### config.mk
export PLATFORM = sky130hd
export DESIGN_NAME = midi_track_event_parser_flat
export DESIGN_NICKNAME = d
export VERILOG_FILES = /design/src/rtl/core/mtep_pkg.sv /design/src/rtl/core/mtep_stream_if.sv /design/src/rtl/core/mtep_parser.sv /design/src/rtl/core/mtep_out_stage.sv /design/src/rtl/core/midi_track_event_parser.sv /design/src/flat_wrapper.sv
export SDC_FILE = /design/constraint.sdc
export NUM_CORES = 1
export LEC_CHECK = 0
export ABC_AREA = 0
export BUFFER_PORTS_ARGS = -buffer_cell sky130_fd_sc_hd__buf_4
export CAP_MARGIN = 20
export CORE_UTILIZATION = 55
export CTS_BUF_LIST = sky130_fd_sc_hd__clkbuf_2 sky130_fd_sc_hd__clkbuf_4 sky130_fd_sc_hd__clkbuf_8
export CTS_CLUSTER_SIZE = 40
export DETAILED_ROUTE_END_ITERATION = 6
export PLACE_DENSITY = 0.88
export SLEW_MARGIN = 40
export SYNTH_ARGS = -nofsm -noshare
export SYNTH_HDL_FRONTEND = slang
export SYNTH_SLANG_ARGS = --single-unit
export TNS_END_PERCENT = 30
### constraint.sdc
create_clock -name clk -period 5.62 [get_ports clk]
set_input_delay 0.843 -clock clk [delete_from_list [all_inputs] [get_ports clk]]
set_output_delay 0.843 -clock clk [all_outputs]
set_load 0.1 [all_outputs]
### src/rtl/core/mtep_pkg.sv
// ----------------------------------------------------------------------------
// mtep_pkg
// types and constants of the midi track event parser
// ----------------------------------------------------------------------------
package mtep_pkg;

	localparam int unsigned EVENT_CAPACITY_DEF = 2048;
	localparam int unsigned COUNT_W            = 12;

	// status bytes and status high nibbles
	localparam logic [7:0] ST_NOTE_OFF   = 8'h80;
	localparam logic [7:0] ST_NOTE_ON    = 8'h90;
	localparam logic [7:0] ST_POLY_AT    = 8'ha0;
	localparam logic [7:0] ST_CTRL       = 8'hb0;
	localparam logic [7:0] ST_PROG       = 8'hc0;
	localparam logic [7:0] ST_CHAN_AT    = 8'hd0;
	localparam logic [7:0] ST_PITCH      = 8'he0;
	localparam logic [7:0] ST_SYSTEM     = 8'hf0;
	localparam logic [7:0] ST_SYSEX      = 8'hf0;
	localparam logic [7:0] ST_SYSEX_ESC  = 8'hf7;
	localparam logic [7:0] ST_META       = 8'hff;
	localparam logic [7:0] HI_MASK       = 8'hf0;

	localparam logic [7:0] META_END_TRACK = 8'h2f;
	localparam logic [7:0] META_TEMPO     = 8'h51;

	typedef enum logic [3:0] {
		PH_DELTA     = 4'd0,
		PH_CMD       = 4'd1,
		PH_NOTE_KEY  = 4'd2,
		PH_NOTE_VEL  = 4'd3,
		PH_RUN_VEL   = 4'd4,
		PH_SKIP      = 4'd5,
		PH_SYSEX_LEN = 4'd6,
		PH_META_TYPE = 4'd7,
		PH_META_LEN  = 4'd8,
		PH_TEMPO     = 4'd9,
		PH_DONE      = 4'd10
	} phase_t;

	typedef enum logic [1:0] {
		KIND_NOTE  = 2'd0,
		KIND_TEMPO = 2'd1,
		KIND_END   = 2'd2
	} kind_t;

	typedef struct packed {
		logic [7:0] data_byte;
		logic       track_start;
	} byte_item_t;

	typedef struct packed {
		kind_t       kind;
		logic        note_on;
		logic [3:0]  channel;
		logic [7:0]  note_number;
		logic [7:0]  velocity;
		logic [31:0] delta_ticks;
		logic [31:0] tempo_value;
		logic        store_full;
	} event_item_t;

	typedef struct packed {
		logic        valid;
		event_item_t item;
	} step_out_t;

	typedef struct packed {
		phase_t             phase;
		logic [31:0]        delta_sum;
		logic [31:0]        varlen_value;
		logic               last_is_note_on;
		logic [3:0]         last_channel;
		logic [7:0]         pending_status;
		logic [7:0]         pending_note;
		logic [31:0]        bytes_to_skip;
		logic [7:0]         meta_kind;
		logic [31:0]        tempo_sum;
		logic [COUNT_W-1:0] event_count;
		logic               halted;
	} parse_state_t;

endpackage

### src/rtl/core/mtep_stream_if.sv
// ----------------------------------------------------------------------------
// mtep_stream_if
// valid/ready channel with a typed payload
// ----------------------------------------------------------------------------
interface mtep_stream_if #(
	parameter type payload_t = logic
) ();
	logic     valid;
	logic     ready;
	payload_t payload;

	modport source (output valid, output payload, input ready);
	modport sink   (input valid, input payload, output ready);
endinterface

### src/rtl/core/mtep_parser.sv
// ----------------------------------------------------------------------------
// mtep_parser
// parse state registers and the one-byte step of the track parser
// ----------------------------------------------------------------------------
module mtep_parser #(
	parameter int unsigned EVENT_CAPACITY = mtep_pkg::EVENT_CAPACITY_DEF
) (
	input  logic                clk,
	input  logic                arst_n,
	input  logic                step_en,
	input  mtep_pkg::byte_item_t item,
	output mtep_pkg::step_out_t  res
);
	import mtep_pkg::*;

	parse_state_t       state_q;
	parse_state_t       cur;
	parse_state_t       nx;
	logic [7:0]         b;
	logic [7:0]         hi;
	logic [31:0]        vl_next;
	logic               vl_done;
	logic [31:0]        skip_dec;
	logic [31:0]        tempo_next;
	logic [COUNT_W-1:0] cnt_next;
	logic               emit_go;
	logic               emit_on;
	logic [3:0]         emit_ch;

	assign b          = item.data_byte;
	assign hi         = b & HI_MASK;
	assign vl_next    = {cur.varlen_value[24:0], 7'b0} + {25'b0, b[6:0]};
	assign vl_done    = !b[7];
	assign skip_dec   = cur.bytes_to_skip - 32'd1;
	assign tempo_next = {cur.tempo_sum[23:0], b};
	assign cnt_next   = cur.event_count + COUNT_W'(1);

	// track start clears the delta and end state before the byte is read
	always_comb begin
		cur = state_q;
		if (item.track_start) begin
			cur.delta_sum     = '0;
			cur.varlen_value  = '0;
			cur.bytes_to_skip = '0;
			cur.phase         = PH_DELTA;
		end
	end

	always_comb begin
		nx      = cur;
		res     = '0;
		emit_go = 1'b0;
		emit_on = 1'b0;
		emit_ch = '0;
		unique case (cur.phase)
			PH_CMD: begin
				if (hi == ST_NOTE_OFF || hi == ST_NOTE_ON) begin
					nx.pending_status = b;
					nx.phase          = PH_NOTE_KEY;
				end else if (!b[7]) begin
					// running status
					nx.pending_note = b;
					nx.phase        = PH_RUN_VEL;
				end else if (hi == ST_POLY_AT || hi == ST_CTRL || hi == ST_PITCH) begin
					nx.bytes_to_skip = 32'd2;
					nx.phase         = PH_SKIP;
				end else if (hi == ST_PROG || hi == ST_CHAN_AT) begin
					nx.bytes_to_skip = 32'd1;
					nx.phase         = PH_SKIP;
				end else if (b == ST_SYSEX || b == ST_SYSEX_ESC) begin
					nx.varlen_value = '0;
					nx.phase        = PH_SYSEX_LEN;
				end else if (b == ST_META) begin
					nx.phase = PH_META_TYPE;
				end else begin
					nx.phase = PH_DELTA;
				end
			end
			PH_NOTE_KEY: begin
				nx.pending_note = b;
				nx.phase        = PH_NOTE_VEL;
			end
			PH_NOTE_VEL: begin
				emit_go = 1'b1;
				emit_on = (cur.pending_status & HI_MASK) == ST_NOTE_ON;
				emit_ch = cur.pending_status[3:0];
			end
			PH_RUN_VEL: begin
				emit_go = 1'b1;
				emit_on = cur.last_is_note_on;
				emit_ch = cur.last_channel;
			end
			PH_SKIP: begin
				nx.bytes_to_skip = skip_dec;
				if (skip_dec == '0) begin
					nx.phase = PH_DELTA;
				end
			end
			PH_SYSEX_LEN: begin
				if (vl_done) begin
					nx.varlen_value  = '0;
					nx.bytes_to_skip = vl_next;
					nx.phase         = (vl_next != '0) ? PH_SKIP : PH_DELTA;
				end else begin
					nx.varlen_value = vl_next;
				end
			end
			PH_META_TYPE: begin
				nx.meta_kind    = b;
				nx.varlen_value = '0;
				nx.phase        = PH_META_LEN;
			end
			PH_META_LEN: begin
				if (!vl_done) begin
					nx.varlen_value = vl_next;
				end else begin
					nx.varlen_value = '0;
					if (cur.meta_kind == META_END_TRACK) begin
						nx.phase       = PH_DONE;
						res.valid      = 1'b1;
						res.item.kind  = KIND_END;
					end else if (cur.meta_kind == META_TEMPO) begin
						nx.tempo_sum = '0;
						if (vl_next == '0) begin
							nx.phase      = PH_DELTA;
							res.valid     = 1'b1;
							res.item.kind = KIND_TEMPO;
						end else begin
							nx.bytes_to_skip = vl_next;
							nx.phase         = PH_TEMPO;
						end
					end else begin
						nx.bytes_to_skip = vl_next;
						nx.phase         = (vl_next != '0) ? PH_SKIP : PH_DELTA;
					end
				end
			end
			PH_TEMPO: begin
				nx.tempo_sum     = tempo_next;
				nx.bytes_to_skip = skip_dec;
				if (skip_dec == '0) begin
					nx.phase             = PH_DELTA;
					res.valid            = 1'b1;
					res.item.kind        = KIND_TEMPO;
					res.item.tempo_value = tempo_next;
				end
			end
			PH_DONE: begin
				nx = cur;
			end
			default: begin
				// delta bytes, also any unused phase code
				if (vl_done) begin
					nx.delta_sum    = cur.delta_sum + vl_next;
					nx.varlen_value = '0;
					nx.phase        = PH_CMD;
				end else begin
					nx.varlen_value = vl_next;
					nx.phase        = PH_DELTA;
				end
			end
		endcase

		if (emit_go) begin
			res.valid              = 1'b1;
			res.item.kind          = KIND_NOTE;
			res.item.note_on       = emit_on;
			res.item.channel       = emit_ch;
			res.item.note_number   = cur.pending_note;
			res.item.velocity      = b;
			res.item.delta_ticks   = cur.delta_sum;
			nx.last_is_note_on     = emit_on;
			nx.last_channel        = emit_ch;
			nx.delta_sum           = '0;
			nx.event_count         = cnt_next;
			nx.phase               = PH_DELTA;
			if (cnt_next >= COUNT_W'(EVENT_CAPACITY)) begin
				nx.halted           = 1'b1;
				res.item.store_full = 1'b1;
			end
		end

		// halted parser ignores every byte until reset
		if (state_q.halted) begin
			nx  = state_q;
			res = '0;
		end
	end

	always_ff @(posedge clk or negedge arst_n) begin
		if (!arst_n) begin
			state_q <= '{phase: PH_DELTA, last_is_note_on: 1'b1, default: '0};
		end else if (step_en) begin
			state_q <= nx;
		end
	end
endmodule

### src/rtl/core/mtep_out_stage.sv
// ----------------------------------------------------------------------------
// mtep_out_stage
// result register in front of the event channel
// ----------------------------------------------------------------------------
module mtep_out_stage (
	input  logic                clk,
	input  logic                arst_n,
	input  logic                step_en,
	input  mtep_pkg::step_out_t res,
	output logic                free,
	mtep_stream_if.source       event_ch
);
	import mtep_pkg::*;

	logic        valid_q;
	event_item_t item_q;
	logic        load;

	assign free             = !valid_q || event_ch.ready;
	assign load             = step_en && res.valid;
	assign event_ch.valid   = valid_q;
	assign event_ch.payload = item_q;

	always_ff @(posedge clk or negedge arst_n) begin
		if (!arst_n) begin
			valid_q <= 1'b0;
		end else if (load) begin
			valid_q <= 1'b1;
		end else if (event_ch.ready) begin
			valid_q <= 1'b0;
		end
	end

	always_ff @(posedge clk) begin
		if (load) begin
			item_q <= res.item;
		end
	end
endmodule

### src/rtl/core/midi_track_event_parser.sv
// ----------------------------------------------------------------------------
// midi_track_event_parser
// byte-serial midi track body parser: note, tempo and end of track events
//
//   channel    dir   payload                       handshake
//   byte_ch    in    data_byte, track_start        valid/ready
//   event_ch   out   kind, note fields, tempo      valid/ready
//
// one byte per cycle sustained while event_ch does not stall; a byte goes
// input register -> parse step -> result register, which drives event_ch.
// parse state updates as each byte steps, so every byte can follow the last.
// reset clears the parse state; there is no clearing pass.
// a stall on event_ch holds the result register and backs up byte_ch.
// ----------------------------------------------------------------------------
module midi_track_event_parser #(
	parameter int unsigned EVENT_CAPACITY = mtep_pkg::EVENT_CAPACITY_DEF
) (
	input  logic          clk,
	input  logic          arst_n,
	mtep_stream_if.sink   byte_ch,
	mtep_stream_if.source event_ch
);
	import mtep_pkg::*;

	logic       valid_s1;
	byte_item_t item_s1;
	logic       free;
	logic       step_en;
	logic       accept;
	step_out_t  res;

	assign step_en       = valid_s1 && free;
	assign byte_ch.ready = !valid_s1 || free;
	assign accept        = byte_ch.valid && byte_ch.ready;

	always_ff @(posedge clk or negedge arst_n) begin
		if (!arst_n) begin
			valid_s1 <= 1'b0;
		end else if (accept) begin
			valid_s1 <= 1'b1;
		end else if (step_en) begin
			valid_s1 <= 1'b0;
		end
	end

	always_ff @(posedge clk) begin
		if (accept) begin
			item_s1 <= byte_ch.payload;
		end
	end

	mtep_parser #(
		.EVENT_CAPACITY(EVENT_CAPACITY)
	) u_parser (
		.clk    (clk),
		.arst_n (arst_n),
		.step_en(step_en),
		.item   (item_s1),
		.res    (res)
	);

	mtep_out_stage u_out_stage (
		.clk     (clk),
		.arst_n  (arst_n),
		.step_en (step_en),
		.res     (res),
		.free    (free),
		.event_ch(event_ch)
	);
endmodule

### src/flat_wrapper.sv
// flat-port wrapper written by rule: the top's interface ports become plain ports
module midi_track_event_parser_flat import mtep_pkg::*;
#(
	parameter int unsigned EVENT_CAPACITY = mtep_pkg::EVENT_CAPACITY_DEF
)
  (clk, arst_n, byte_ch_valid, byte_ch_payload, byte_ch_ready, event_ch_valid, event_ch_payload, event_ch_ready);
  mtep_stream_if #(.payload_t(byte_item_t)) byte_ch_i ();
  mtep_stream_if #(.payload_t(event_item_t)) event_ch_i ();
  input  logic clk;
  input  logic arst_n;
  input wire logic [$bits(byte_ch_i.valid)-1:0] byte_ch_valid;
  input wire logic [$bits(byte_ch_i.payload)-1:0] byte_ch_payload;
  output wire logic [$bits(byte_ch_i.ready)-1:0] byte_ch_ready;
  output wire logic [$bits(event_ch_i.valid)-1:0] event_ch_valid;
  output wire logic [$bits(event_ch_i.payload)-1:0] event_ch_payload;
  input wire logic [$bits(event_ch_i.ready)-1:0] event_ch_ready;
  assign byte_ch_i.valid = byte_ch_valid;
  assign byte_ch_i.payload = byte_ch_payload;
  assign byte_ch_ready = byte_ch_i.ready;
  assign event_ch_valid = event_ch_i.valid;
  assign event_ch_payload = event_ch_i.payload;
  assign event_ch_i.ready = event_ch_ready;
  midi_track_event_parser #(.EVENT_CAPACITY(EVENT_CAPACITY)) u_core (.clk(clk), .arst_n(arst_n), .byte_ch(byte_ch_i), .event_ch(event_ch_i));
endmodule
==> flow_metrics.env <==
export IMPL_status="finished, violations left"
export IMPL_violations="design-rule violations"
export IMPL_slew_headroom=0.423
export IMPL_synthMuxAreaShare=0.0251
export IMPL_final_setup_worst_slack_ns=1.04
export IMPL_clock_latency_ns=0.56
export IMPL_drc=32
export IMPL_drv_slew=0
export IMPL_clock_sinks=258
export IMPL_start_util=0.561
export IMPL_viasPerCell=6.57
export IMPL_clock_fmax_mhz=219
export IMPL_die_h_um=165
export IMPL_wl_per_cell_um=20.5
export IMPL_finalWirelength_um=40700
export IMPL_finClkSkew_ns=0.0314
export IMPL_synth_cells=1558
export IMPL_area_growth_pct=12.7
export IMPL_setup_violations=0
export IMPL_dpl_hpwl_um=26700
export IMPL_drive_gt1_frac=0.156
export IMPL_post_cts_buffers=0
export IMPL_synth_edf_count=97
export IMPL_die_w_um=165
export IMPL_avgSynthCellArea_sq_um=9.42
export IMPL_fin_area_sq_um=16500
export IMPL_min_path_type="input pin to async pin"
export IMPL_irDropWorstVdd_mv=0.152
export IMPL_final_common_cell="nand2_1"
export IMPL_syn_area_sq_um=14700
export IMPL_ys_async_sr_fraction=0.624
export IMPL_finalCritPeriodShare=0.814
export IMPL_coreArea_sq_um=26100
export IMPL_min_period_ns=4.58
export IMPL_final_util=0.633
export IMPL_numCtsBuffers=42
export IMPL_grt_max_degree=98
export IMPL_tns_ns=0
export IMPL_antenna_found_initial=0
export IMPL_path_clk_slew_ns=0.06
export IMPL_grt_usage=0.299
export IMPL_gr_total_overflow=0
export IMPL_fillers=1985
export IMPL_power_density_nw_per_um2=230
export IMPL_yosysUniqueCellTypes=85
export IMPL_leakage_nw=7.35
export IMPL_h_tree_depth=2
export IMPL_pre_cts_ws_ns=1.18
export IMPL_max_cap_violations=0
export IMPL_synth_seq_cells=258
export IMPL_synth_compound_area_frac=0.186
export IMPL_synthAdderAreaFrac=0.0304
export IMPL_place_gp_congestion=1.01
export IMPL_startpoint_type="flip-flop"
export IMPL_rsz0062_at_grt="no"
export IMPL_row_count=59
export IMPL_tightest_slew_ns=0.857
export IMPL_cp_cell_sequence="buf_4 > nor2b_1 > inv_1 > ha_1 > or4b_4 > nand2_4 > o21ai_1 > or4_1 > a31oi_1 > and4_1 > nand4_2 > a21o_1 > clkinvlp_4 > buf_12"
export IMPL_portBuffers=102
export IMPL_first_pass_iters=7
export IMPL_die_area_sq_um=27300
export IMPL_yosys_area_share_simple=0.220
export IMPL_end_kind="flip-flop"
export IMPL_grt_pass1_vias=12300
export IMPL_clockBufferDepth=3
export IMPL_synth_nets=1606
export IMPL_io_pins=103
export IMPL_fin_nets=1669
export IMPL_slowest_delay_ns=0.54
export IMPL_num_vias=13100
export IMPL_yosysSeqAreaShare=0.473
export IMPL_drt_iter0_drc=1931
export IMPL_cp_max_fo=88
export IMPL_synthFlopType="dfrtp_1"
export IMPL_final_cell_mix="203 x nand2_1, 160 x dfrtp_1, 147 x o21ai_0"
export IMPL_cts_root_buf="clkbuf_8"
export IMPL_slowest_stage="or4b_4"
export IMPL_critical_path_class="flip-flop to flip-flop"
export IMPL_cts_tree="yes"
export IMPL_antenna_left=0
export IMPL_grt_pass1_wl_um=64300
export IMPL_hold_buffers=0
export IMPL_worst_hold_slack_ns=0.287
export IMPL_worstPathRequired_ns=5.81
export IMPL_diodes=0
export IMPL_finalHoldViolations=0
export IMPL_cts_resized_gates=0
export IMPL_arrival_ns=4.76
export IMPL_yosys_warnings=0
export IMPL_synth_top_family_by_area="simple AND/OR/NAND/NOR gates"
export IMPL_synth_xor_area_frac=0.0275
export IMPL_dpl_instance_area_sq_um=15600
where the power goes:
group | leakage, nW | total, W | switching (W) | internal [W]
logic | 3.59 | 0.000144 | 0.000108 | 0.0000363
registers | 3.30 | 0.00198 | 0.0000256 | 0.00195
clock network | 0.465 | 0.00169 | 0.000750 | 0.000940
total | 7.35 | 0.00381 | 0.000883 | 0.00293
cell type report:
class	instances	area (sq um)	share of cell area
Timing Repair Buffer	130	1010	0.0609
Multi-Input combinational cell	1168	7210	0.436
Clock inverter	12	81.3	0.00492
Inverter	21	82.6	0.00499
Clock buffer	65	788	0.0477
Sequential cell	258	6940	0.420
Tap cell	335	419	0.0254
through the flow:
stage	std cells	total power, W
detailed placement	1912	0.00215
finish	1989	0.00381
global route	1989	0.00391
floorplan	1558	0.00208
CTS	1989	0.00381
global placement	1911	0.00215
synth_stat cells (7+ instances only):
master	instances	share of area
clkbuf_1	94	0.024
a21oi_1	88	0.030
a21o_1	18	0.0092
or3_1	13	0.0055
xnor2_1	28	0.017
mux2i_1	12	0.0082
nand3_1	37	0.013
o22ai_1	9	0.0038
nand2_1	204	0.052
a221oi_1	10	0.0060
dfrtp_1	160	0.27
o211ai_1	8	0.0041
nor2b_1	73	0.031
a32o_1	7	0.0048
nand4_1	22	0.0094
xor2_1	18	0.011
a221o_1	10	0.0068
and2_1	42	0.018
buf_2	8	0.0027
nor2_1	89	0.023
nand2b_1	11	0.0047
mux2_2	22	0.017
nor3_1	30	0.010
edfxtp_1	97	0.20
and3_1	58	0.025
o21ai_0	147	0.050
ha_1	34	0.029
a22o_1	14	0.0084
nor4_1	14	0.0060
a22oi_1	28	0.014
inv_1	20	0.0051
a31oi_1	11	0.0047
a211oi_1	14	0.0072
worst paths after layout:
| path | startpoint | to | slack, ns | cells past startpoint |
|---|---|---|---|---|
| hold / removal | arst_n | u_core.u_parser.state_q[84] | 0.29 | 1 |
| setup / recovery | u_core.item_s1[0] | u_core.u_out_stage.event_ch.payload[38] | 1.04 | 14 |
| min in group clk | byte_ch_payload[5] | u_core.item_s1[5] | 0.46 | 1 |
| max in group asynchronous | arst_n | u_core.u_parser.cur[2] | 4.30 | 2 |
| hold reg to reg | u_core.u_parser.cur[100] | u_core.u_parser.cur[100] | 0.46 | 1 |
| setup reg to reg | u_core.item_s1[0] | u_core.u_out_stage.event_ch.payload[38] | 1.04 | 14 |
metal layers:
metal,track usage,part of all wire
met5,0,0
met4,0.149,0.044
met3,0.0579,0.10
met2,0.482,0.47
met1,0.385,0.39
sequential cells by signal, summed over array words and instances (netlist names):
signal and cells:
u_core.u_out_stage.event_ch.valid 1, u_core.valid_s1 1, u_core.u_out_stage.event_ch.payload 88, u_core.u_parser.state_q 93, u_core.u_parser.cur 66, u_core.item_s1 9
critical path: cells and delay by family, from the launching register on:
kind                     cells  cell delay (ns)
AO/OA/AOI/OAI                3             0.78
adder cells (fa/ha/maj)      1             0.33
AND/OR/NAND/NOR              6             1.77
buffers and inverters        4             0.87
flip-flops                   1             0.40
cells by family (layout without fill, tap and decap cells):
| family | Yosys count | count (layout) |
|---|---|---|
| simple gates | 628 | 628 |
| compound gates | 425 | 425 |
| flops | 258 | 258 |
| buf+inv | 132 | 228 |
| xor+xnor | 46 | 46 |
| fa+ha+maj | 35 | 35 |
| mux | 34 | 34 |
(Power assumes the default switching activity.)
